File: src/rtl/sora_pkg.sv
// Shared constants, types and helper functions for the sparse observation row assembler.
package sora_pkg;

    localparam int MAX_ROWS        = 16;
    localparam int ENTRIES_PER_ROW = 8;
    localparam int PARAM_COLUMNS   = 1024;

    localparam int ROW_IDX_W   = $clog2(MAX_ROWS);
    localparam int SLOT_IDX_W  = $clog2(ENTRIES_PER_ROW);
    localparam int ENTRY_DEPTH = MAX_ROWS * ENTRIES_PER_ROW;
    localparam int ENTRY_AW    = $clog2(ENTRY_DEPTH);
    localparam int COL_W       = $clog2(PARAM_COLUMNS);
    localparam int COUNT_W     = $clog2(ENTRIES_PER_ROW + 1);
    localparam int COV_SIZE    = (MAX_ROWS * (MAX_ROWS + 1)) / 2;
    localparam int COV_AW      = $clog2(COV_SIZE);

    // Port field widths.
    localparam int OP_W       = 2;
    localparam int ROW_W      = 5;
    localparam int COLUMN_W   = 11;
    localparam int SLOT_W     = 3;
    localparam int VALUE_W    = 32;
    localparam int STATUS_W   = 2;
    localparam int AFTER_W    = 4;
    localparam int ELT_W      = 8;
    localparam int CFG_IDX_W  = 1;
    localparam int CFG_DATA_W = 5;

    typedef enum logic [OP_W-1:0] {
        OP_CLEAR = 2'd0,
        OP_ADD   = 2'd1,
        OP_COV   = 2'd2,
        OP_READ  = 2'd3
    } op_t;

    localparam logic [STATUS_W-1:0] ST_OK    = 2'd0;
    localparam logic [STATUS_W-1:0] ST_FULL  = 2'd1;
    localparam logic [STATUS_W-1:0] ST_RANGE = 2'd2;

    localparam logic [CFG_IDX_W-1:0] CFG_DIAG_MODE   = 1'b0;
    localparam logic [CFG_IDX_W-1:0] CFG_ROWS_IN_USE = 1'b1;

    typedef struct packed {
        logic [COL_W-1:0]          col;
        logic signed [VALUE_W-1:0] val;
    } entry_t;

    typedef struct packed {
        logic [STATUS_W-1:0]       status;
        logic                      merged;
        logic [SLOT_W-1:0]         slot_used;
        logic [AFTER_W-1:0]        entries_after;
        logic signed [VALUE_W-1:0] value_out;
        logic [COLUMN_W-1:0]       column_out;
        logic [ELT_W-1:0]          element_index;
    } res_t;

    // Packed lower-triangle position of element (hi, lo) with hi >= lo.
    function automatic logic [COV_AW-1:0] tri_index(input logic [ROW_IDX_W-1:0] hi,
                                                    input logic [ROW_IDX_W-1:0] lo);
        logic [2*ROW_IDX_W-1:0] prod;
        prod = {{ROW_IDX_W{1'b0}}, hi} * ({{ROW_IDX_W{1'b0}}, hi} + (2*ROW_IDX_W)'(1));
        return COV_AW'((prod >> 1) + {{ROW_IDX_W{1'b0}}, lo});
    endfunction

endpackage

File: src/rtl/sora_alu.sv
// Shared column comparator and saturating Q16.16 accumulator.
module sora_alu (
    input  sora_pkg::entry_t                    stored,
    input  logic [sora_pkg::COL_W-1:0]          key,
    input  logic signed [sora_pkg::VALUE_W-1:0] addend,
    output logic                                match,
    output logic signed [sora_pkg::VALUE_W-1:0] sum_sat
);
    import sora_pkg::*;

    logic signed [VALUE_W:0] sum_wide;

    assign match    = (stored.col == key);
    assign sum_wide = {stored.val[VALUE_W-1], stored.val} + {addend[VALUE_W-1], addend};

    // The two top bits differ only when the true sum left the 32-bit range.
    always_comb
    begin
        if (sum_wide[VALUE_W] != sum_wide[VALUE_W-1])
        begin
            sum_sat = sum_wide[VALUE_W] ? {1'b1, {(VALUE_W-1){1'b0}}}
                                        : {1'b0, {(VALUE_W-1){1'b1}}};
        end
        else
        begin
            sum_sat = sum_wide[VALUE_W-1:0];
        end
    end

endmodule
File: config.mk
export PLATFORM = sky130hd
export DESIGN_NAME = sora_alu
export DESIGN_NICKNAME = d
export VERILOG_FILES = /design/src/rtl/sora_pkg.sv /design/src/rtl/sora_alu.sv
export SDC_FILE = /design/constraint.sdc
export NUM_CORES = 1
export LEC_CHECK = 0
export BUFFER_PORTS_ARGS = -buffer_cell sky130_fd_sc_hd__buf_2
export CAP_MARGIN = 20
export CORE_UTILIZATION = 51
export DETAILED_ROUTE_END_ITERATION = 8
export GPL_TIMING_DRIVEN = 0
export PLACE_DENSITY = 0.91
export SYNTH_ARGS = -nofsm -noshare
export SYNTH_HDL_FRONTEND = slang
export SYNTH_SLANG_ARGS = --single-unit
File: constraint.sdc
create_clock -name vclk -period 4.1
set_input_delay 0.205 -clock vclk [all_inputs]
set_output_delay 0.205 -clock vclk [all_outputs]
set_load 0.05 [all_outputs]
==> impl_metrics.ini, run 1 <==
[run_status]
outcome = completed

[worst_setup_path]
cp.arrival_ps = 3190
crit_type = primary input to primary output
crit_fanout = 10
startpoint = stored[0]
start_kind = primary input
endpoint_kind = primary output
crit_required_ps = 3890
crit_path_end = sum_sat[15]

[pwr]
p_leak_nw = 1.32
peakVddDrop_uv = 170
powerDensity_nw_per_um2 = 312

[global_route]
grt_use_total_pct = 26.9
grt_overflow = 0
grt_max_degree = 11
grt_pass1_vias = 2359
grt_pass1_wl_um = 9650
antenna_found_initial = 0

[hold_path]
hp-class = primary input to primary output
hold_depth = 5

[timing]
drv_slew = 0
maxSlewHeadroom_pct = 71.9
finalSetupViolCount = 0
fmax_mhz = 295
grt_setup_unrepaired = false
timing.setup.tns_ps = 0
hold_viol = 0
fin_crit_sh_pct = 82.7
fin_crit_ps = 3390
worst_slew_pin_slew_ps = 417

[logic_synthesis]
synth_area_per_cell_um2 = 6.97
synth_seq_area_share_pct = 0
synth.distinct_cells = 51
syn_nets = 423
syn-cell-area_um2 = 2130
syn_inst = 306
yosys_warnings = 0

[cells_and_area]
seq_cells = 0
drive_gt1_share_pct = 34.5
fin_nets = 542
antenna_cells = 0
clkbuf_count = 0
ff_latch_area_um2 = 0
final_common_cell = buf_2
final_cell_mix = 125 x buf_2, 48 x a21oi_1, 32 x ha_1, 31 x o21ai_0, 25 x xnor2_1
design_area_um2 = 2780
layout-area-overhead-vs-synth_pct = 30.4
final_util_pct = 69.5
final_cells = 473

[cts]
cts_resized = 0
cts_setup_buffers = 0
hold_buffers = 0

[route]
drc = 0
vias_per_cell = 5.83
drtPass1Iterations = 5
wl_um = 6160
wl_per_cell_um = 13.0
num_vias = 2758
ant_nets = 0
dr.first_iter.drc_count = 214

[floorplanning]
coreArea_um2 = 4000
core.rowCount = 23
die_w_um = 66.7
die_y_um = 66.7
dieArea_um2 = 4440
ios = 117
start_util_pct = 53.3

[placement]
dp_hpwl_um = 5330
port_buffers = 117
dpl-instance-area_um2 = 2780
gp_congestion = 0.921
place_inst = 473

[flow_run]
max_cap_violations = 0
-- kinds of logic (layout without fill, tap and decap cells) --
group / count (synthesis) / in the layout / synth area share (%)
and+or+nand+nor: 75 / 75 / 18.3
AOI/OAI and AO/OA: 127 / 127 / 37.3
adders and majority gates: 37 / 37 / 21.8
buffers and inverters: 27 / 144 / 6.22
xor gates and xnor gates: 40 / 40 / 16.4
-- routing by layer --
layer	global-route usage, %	share of wire (%)	vias up	routed length [um]
li1	-	-	1366	-
met1	33.9	42	1260	2600
met2	52.5	51	124	3170
met3	0	5.7	8	354
met4	1.06	0.70	0	43
met5	0	0	-	0
-- cells in the mapped netlist (3+ instances only) --
cell	n	area (um^2)
nand2b_1	5	31.3
o22ai_1	4	25.0
a211oi_1	3	22.5
nor2_1	16	60.1
o21bai_1	4	30.0
a31oi_1	4	25.0
nand3_1	8	40.0
maj3_2	4	45.0
a21oi_1	48	240
o21ai_1	3	15.0
o21ai_0	31	155
buf_2	8	40.0
a21o_1	4	30.0
nand4_1	9	56.3
o21a_1	4	30.0
o211ai_1	6	45.0
xnor2_1	25	219
ha_1	32	400
and3_1	4	25.0
inv_1	13	48.8
nand2_1	19	71.3
xor2_1	15	131
-- stage by stage --
stage	total power, mW	hold WS, ps	setup WS (ps)
3_5_place_dp	0.861	860	719
3_3_place_gp	0.849	853	785
4_1_cts	0.863	861	698
2_1_floorplan	0.666	697	690
6_report	0.867	854	708
5_1_grt	0.923	899	546
-- worst max-delay path: stages --
cell and delay [ps]:
buf_2 80, ha_1 190, inv_1 70, fa_1 400, nand2b_1 210, a211oi_1 220
nor2_1 140, o22ai_1 350, o21ai_2 140, a31oi_4 340, nand3_4 190, buf_6 190
a21oi_1 160, buf_2 290
-- how the worst min path moves through the flow --
stage / slack [ps] / start / end
after global routing: 900 / stored[34] / match
after detailed placement: 860 / stored[39] / match
after floorplan: 700 / stored[34] / match
final: 850 / stored[34] / match
after CTS: 860 / stored[39] / match
after global placement: 850 / stored[34] / match
-- power by group --
part / switching (mW) / total [mW] / internal [mW] / leakage (nW)
Sequential: 0 / 0 / 0 / 0
Clock: 0 / 0 / 0 / 0
Combinational: 0.606 / 0.867 / 0.261 / 1.32
Total: 0.606 / 0.867 / 0.261 / 1.32
-- area by class of cell --
class | count | area (um^2)
Tap cell | 50 | 62.6
Fill cell | 352 | 1220
Buffer | 14 | 83.8
Inverter | 13 | 48.8
Timing Repair Buffer | 117 | 586
Multi-Input combinational cell | 279 | 2000
Note: power is estimated with default switching activity, not from simulation.
==> inputs of run 2 (changes only) <==
CORE_UTILIZATION = 43   (was 51)
PLACE_DENSITY = 0.82   (was 0.91)
clock period = 2.9 ns   (was 4.1 ns; I/O delays follow)
==> run 2 against run 1 <==
  * Hold slack got worse by 130 ps
  * Non-clock buffer count increased by 6
  * Largest power group unchanged
  * Count of clock-buffer cells in the layout unchanged
  * First-iteration DRC count decreased by 35%
  * Critical path depth unchanged
  * Utilization decreased by 3.7 points
  * Combinational power increased by 66%
  * Sequential share of layout area unchanged
==> impl_metrics.ini, run 2 (synthesized netlist as in run 1, its figures left out) <==
[timing]
maxSlewHeadroom_pct = 73.9
drv_slew = 0
fmax_mhz = 353
fin_crit_ps = 2830
finalSetupViolCount = 0
fin_crit_sh_pct = 97.7
worst_slew_pin_slew_ps = 388
holdWs_ps = 727
hold_viol = 0

[global_route]
grt_max_degree = 11
grt_overflow = 0
grt.met3_usage_pct = 0.972
grt_pass1_vias = 2543
grt_pass1_wl_um = 10300
met2_usage_pct = 44.0
grt_use_total_pct = 23.1
use_met1_pct = 28.7
antenna_found_initial = 0
grt.busiest_layer = met2

[cells_and_area]
fin_nets = 548
drive_gt1_share_pct = 43.4
n_fill_cell = 428
clkbuf_count = 0
final_util_pct = 65.8
layout-area-overhead-vs-synth_pct = 46.7
ff_latch_area_um2 = 0
multi_input_area_um2 = 2170
design_area_um2 = 3130
final_common_cell = buf_2
seq_cells = 0
final_cell_mix = 96 x buf_2, 31 x a21oi_1, 30 x ha_1, 25 x xnor2_1, 24 x o21ai_0
antenna_cells = 0

[worst_setup_path]
cp.arrival_ps = 2690
crit_slowest_cell = fa_2
crit_chain = buf_2 > ha_2 > inv_1 > fa_2 > nand2b_4 > a211oi_2 > nor2_2 > o22ai_2 > o21ai_2 > a31oi_4 > buf_4 > buf_4 > maj3_2 > buf_2
crit_fanout = 5
crit_type = primary input to primary output
start_kind = primary input
path_buf_inv = 5
slowest_delay_ps = 350
endpoint_kind = primary output
critPathTopFamily = compound AO/OA/AOI/OAI gates
crit_required_ps = 2760

[pwr]
peakVddDrop_uv = 274
p_sw_uw = 933
switching_share_pct = 64.7
powerDensity_nw_per_um2 = 461
clkPwrFrac_pct = 0
intPower_uw = 509
seq_power_share_pct = 0
p_leak_nw = 1.42
share_comb_of_total_power_pct = 100.0

[placement]
port_buffers = 117
dp_hpwl_um = 5390
dpl-instance-area_um2 = 2870
gp_congestion = 0.904

[route]
drc = 0
ant_nets = 0
drtPass1Iterations = 4
wl_per_cell_um = 13.6
vias_per_cell = 5.61
wl_um = 6740
num_vias = 2782
dr.first_iter.drc_count = 140

[hold_path]
hp-class = primary input to primary output

[flow_run]
max_cap_violations = 0

[floorplanning]
die_w_um = 72.4
coreArea_um2 = 4750
start_util_pct = 44.8
dieArea_um2 = 5240
ios = 117
core.rowCount = 25
die_y_um = 72.4

[run_status]
outcome = completed
[run 2: changes by cell type in the layout (fill, tap and decap cells not counted), moves of 5 or more]
cell      delta
a21oi_1     -17
a21oi_2     +15
clkbuf_4     +5
o21ai_0      -7
buf_2       -29
buf_6        +7
buf_4       +22
[run 2: final timing paths]
check | startpoint | end | slack (ps) | cells past startpoint
worst min-delay path | stored[34] | match | 730 | 5
worst max-delay path | stored[0] | sum_sat[14] | 70 | 14
[run 2: cell type report]
cell class / instances / share of cell area [%]
plain buffers: 14 / 2.88
inverters: 13 / 1.56
multi-input cells: 279 / 69.5
well taps: 67 / 2.68
repair buffers: 123 / 23.4
[run 2: metrics by stage]
step	power (mW)	cells	setup WS [ps]	TNS, ps
finish	1.44	496	66.5	0
global route	1.52	496	-41.6	-77.8
floorplan	0.994	306	-206	-649
global placement	1.26	490	-300	-5770
detailed placement	1.27	490	-350	-7100
CTS	1.35	494	9.88	0
[run 2: per-layer routing]
layer / vias up / wire [um]
met2: 111 / 3500
li1: 1387 / -
met5: - / 0
met3: 8 / 384
met4: 0 / 51
met1: 1276 / 2810
[run 2: what timing repair did]
item                                    in CTS  in global routing
resized for setup                           25                 38
endpoints found under the setup margin      28                 31
pin swaps                                    3                  8
buffers inserted                             4                  1
gates cloned                                 0                  1
hold buffers                                 0                  0
endpoints found under the hold margin        0                  0
[run 2: power by group through the flow]
stage	Clock [mW]	Sequential, mW	Combinational (mW)
floorplan	0	0	0.994
global placement	0	0	1.26
detailed placement	0	0	1.27
CTS	0	0	1.35
global route	0	0	1.52
finish	0	0	1.44
==> inputs of run 3 (changes only) <==
CORE_UTILIZATION = 25   (was 43)
PLACE_DENSITY = 0.53   (was 0.82)
SLEW_MARGIN = 30   (was default)
==> run 3 against run 2 <==
  * Combinational power is 4% higher
  * Largest cell class unchanged
  * Global-route usage is 8.2 points lower
  * Flip-flop and latch count stayed put
  * Fmax is 0.21% lower
  * Via count is 2.2% lower
  * First-iteration DRC count is 61% lower
  * Utilization is 25 points lower
  * Setup slack worse by 6.1 ps
  * Count of clock-buffer cells in the layout stayed put
  * Largest power group unchanged
  * Critical path depth is 1 higher
  * Final cell count is 7.7% higher
==> impl_metrics.ini, run 3 (synthesized netlist as in run 1, its figures left out) <==
[global_route]
grt_use_total_pct = 14.8
grt_pass1_vias = 2433
grt_max_degree = 11
grt_overflow = 0
grt_pass1_wl_um = 10900
antenna_found_initial = 0

[timing]
setup_slack_ps = 60.4
hold_viol = 0
fin_crit_sh_pct = 97.9
finalSetupViolCount = 0
worst_slew_pin_slew_ps = 428
grt_setup_unrepaired = true
drv_slew = 0
fin_crit_ps = 2840
maxSlewHeadroom_pct = 71.2
fmax_mhz = 352

[route]
ant_nets = 0
highest_layer = met4
vias_per_cell = 5.09
wl_per_cell_um = 13.6
wl_um = 7240
drtPass1Iterations = 5
met2_length_um = 3590
dr.first_iter.drc_count = 55
routed-wl-met3_um = 395
num_vias = 2720
drc = 0
met1_length_um = 3240

[cells_and_area]
final_cell_mix = 95 x buf_2, 29 x a21oi_1, 28 x ha_1, 25 x xnor2_1
n_fill_cell = 888
clkbuf_count = 0
drive_gt1_share_pct = 44.8
antenna_cells = 0
seq_cells = 0
multi_input_area_um2 = 2280
fin_nets = 548
final_common_cell = buf_2
layout-area-overhead-vs-synth_pct = 55.4
ff_latch_area_um2 = 0

[placement]
dp_hpwl_um = 5980
pre_cts_ws_ps = -432
port_buffers = 117
gp_congestion = 0.879

[floorplanning]
coreArea_um2 = 8220
ios = 117
die_y_um = 94.4
core.rowCount = 33
die_w_um = 94.4
start_util_pct = 25.9
dieArea_um2 = 8900

[pwr]
share_comb_of_total_power_pct = 100.0
powerDensity_nw_per_um2 = 454
intPower_uw = 548
clkPwrFrac_pct = 0
p_leak_nw = 1.44
seq_power_share_pct = 0
switching_share_pct = 63.6
peakVddDrop_uv = 205
design_power_total_mw = 1.50
p_sw_uw = 956

[worst_setup_path]
start_kind = primary input
crit_fanout = 10
crit_chain = buf_2 > ha_2 > inv_1 > fa_2 > nand2b_4 > a211oi_4 > nor2_4 > o22ai_4 > o21ai_2 > a31oi_4 > buf_6 > a21oi_4 > buf_6 > o21ai_2 > buf_6
slowest_delay_ps = 340
cp_common_cell = buf_6
cp.arrival_ps = 2690
crit_required_ps = 2760
crit_type = primary input to primary output
crit_slowest_cell = fa_2
endpoint_kind = primary output

[run_status]
outcome = completed

[flow_run]
max_cap_violations = 0

[hold_path]
hp-class = primary input to primary output
run 3: worst max-delay path: cells and delay by family:
kind                     cells  cell delay (ps)
adder cells (fa/ha/maj)      2              530
AO/OA/AOI/OAI                6             1110
AND/OR/NAND/NOR              2              270
buffers and inverters        5              630
run 3: area by class of cell:
type	count	area share [%]
Inverter	13	1.47
Tap cell	105	3.97
Timing Repair Buffer	123	22.6
Buffer	14	3.10
Multi-Input combinational cell	279	68.9
run 3: stage by stage:
step	cell area [um^2]	hold WS [ps]	utilization (%)	setup TNS [ps]	cells
final	3310	734	40.3	0	534
after global placement	2920	739	35.5	-10250	528
after floorplan	2200	577	-	-649	306
after detailed placement	2920	739	35.5	-9430	528
after CTS	3060	740	37.3	-30.1	533
after global routing	3310	786	40.3	-480	534
run 3: path summary, 6_finish.rpt:
check / startpoint / cells after the start / to
hold / removal: stored[34] / 5 / match
setup / recovery: stored[0] / 15 / sum_sat[13]
run 3: routing by layer:
metal  global-route usage [%]  up-vias
met5                        0        -
met4                    0.385        0
met3                    0.886        4
met2                     28.4       87
met1                     19.0     1250
li1                         -     1379
run 3: repair_timing:
item                       in CTS  in global routing
resized for setup              34                 51
setup endpoints to repair      31                 31
buffers inserted                5                  1
hold buffers                    0                  0
pin swaps                       3                 12
cloned                          0                  0
run 3: power groups by stage:
| stage | Combinational (mW) | Sequential, mW | Clock [mW] |
|---|---|---|---|
| floorplan | 0.994 | 0 | 0 |
| global placement | 1.29 | 0 | 0 |
| detailed placement | 1.29 | 0 | 0 |
| CTS | 1.39 | 0 | 0 |
| global route | 1.60 | 0 | 0 |
| finish | 1.50 | 0 | 0 |
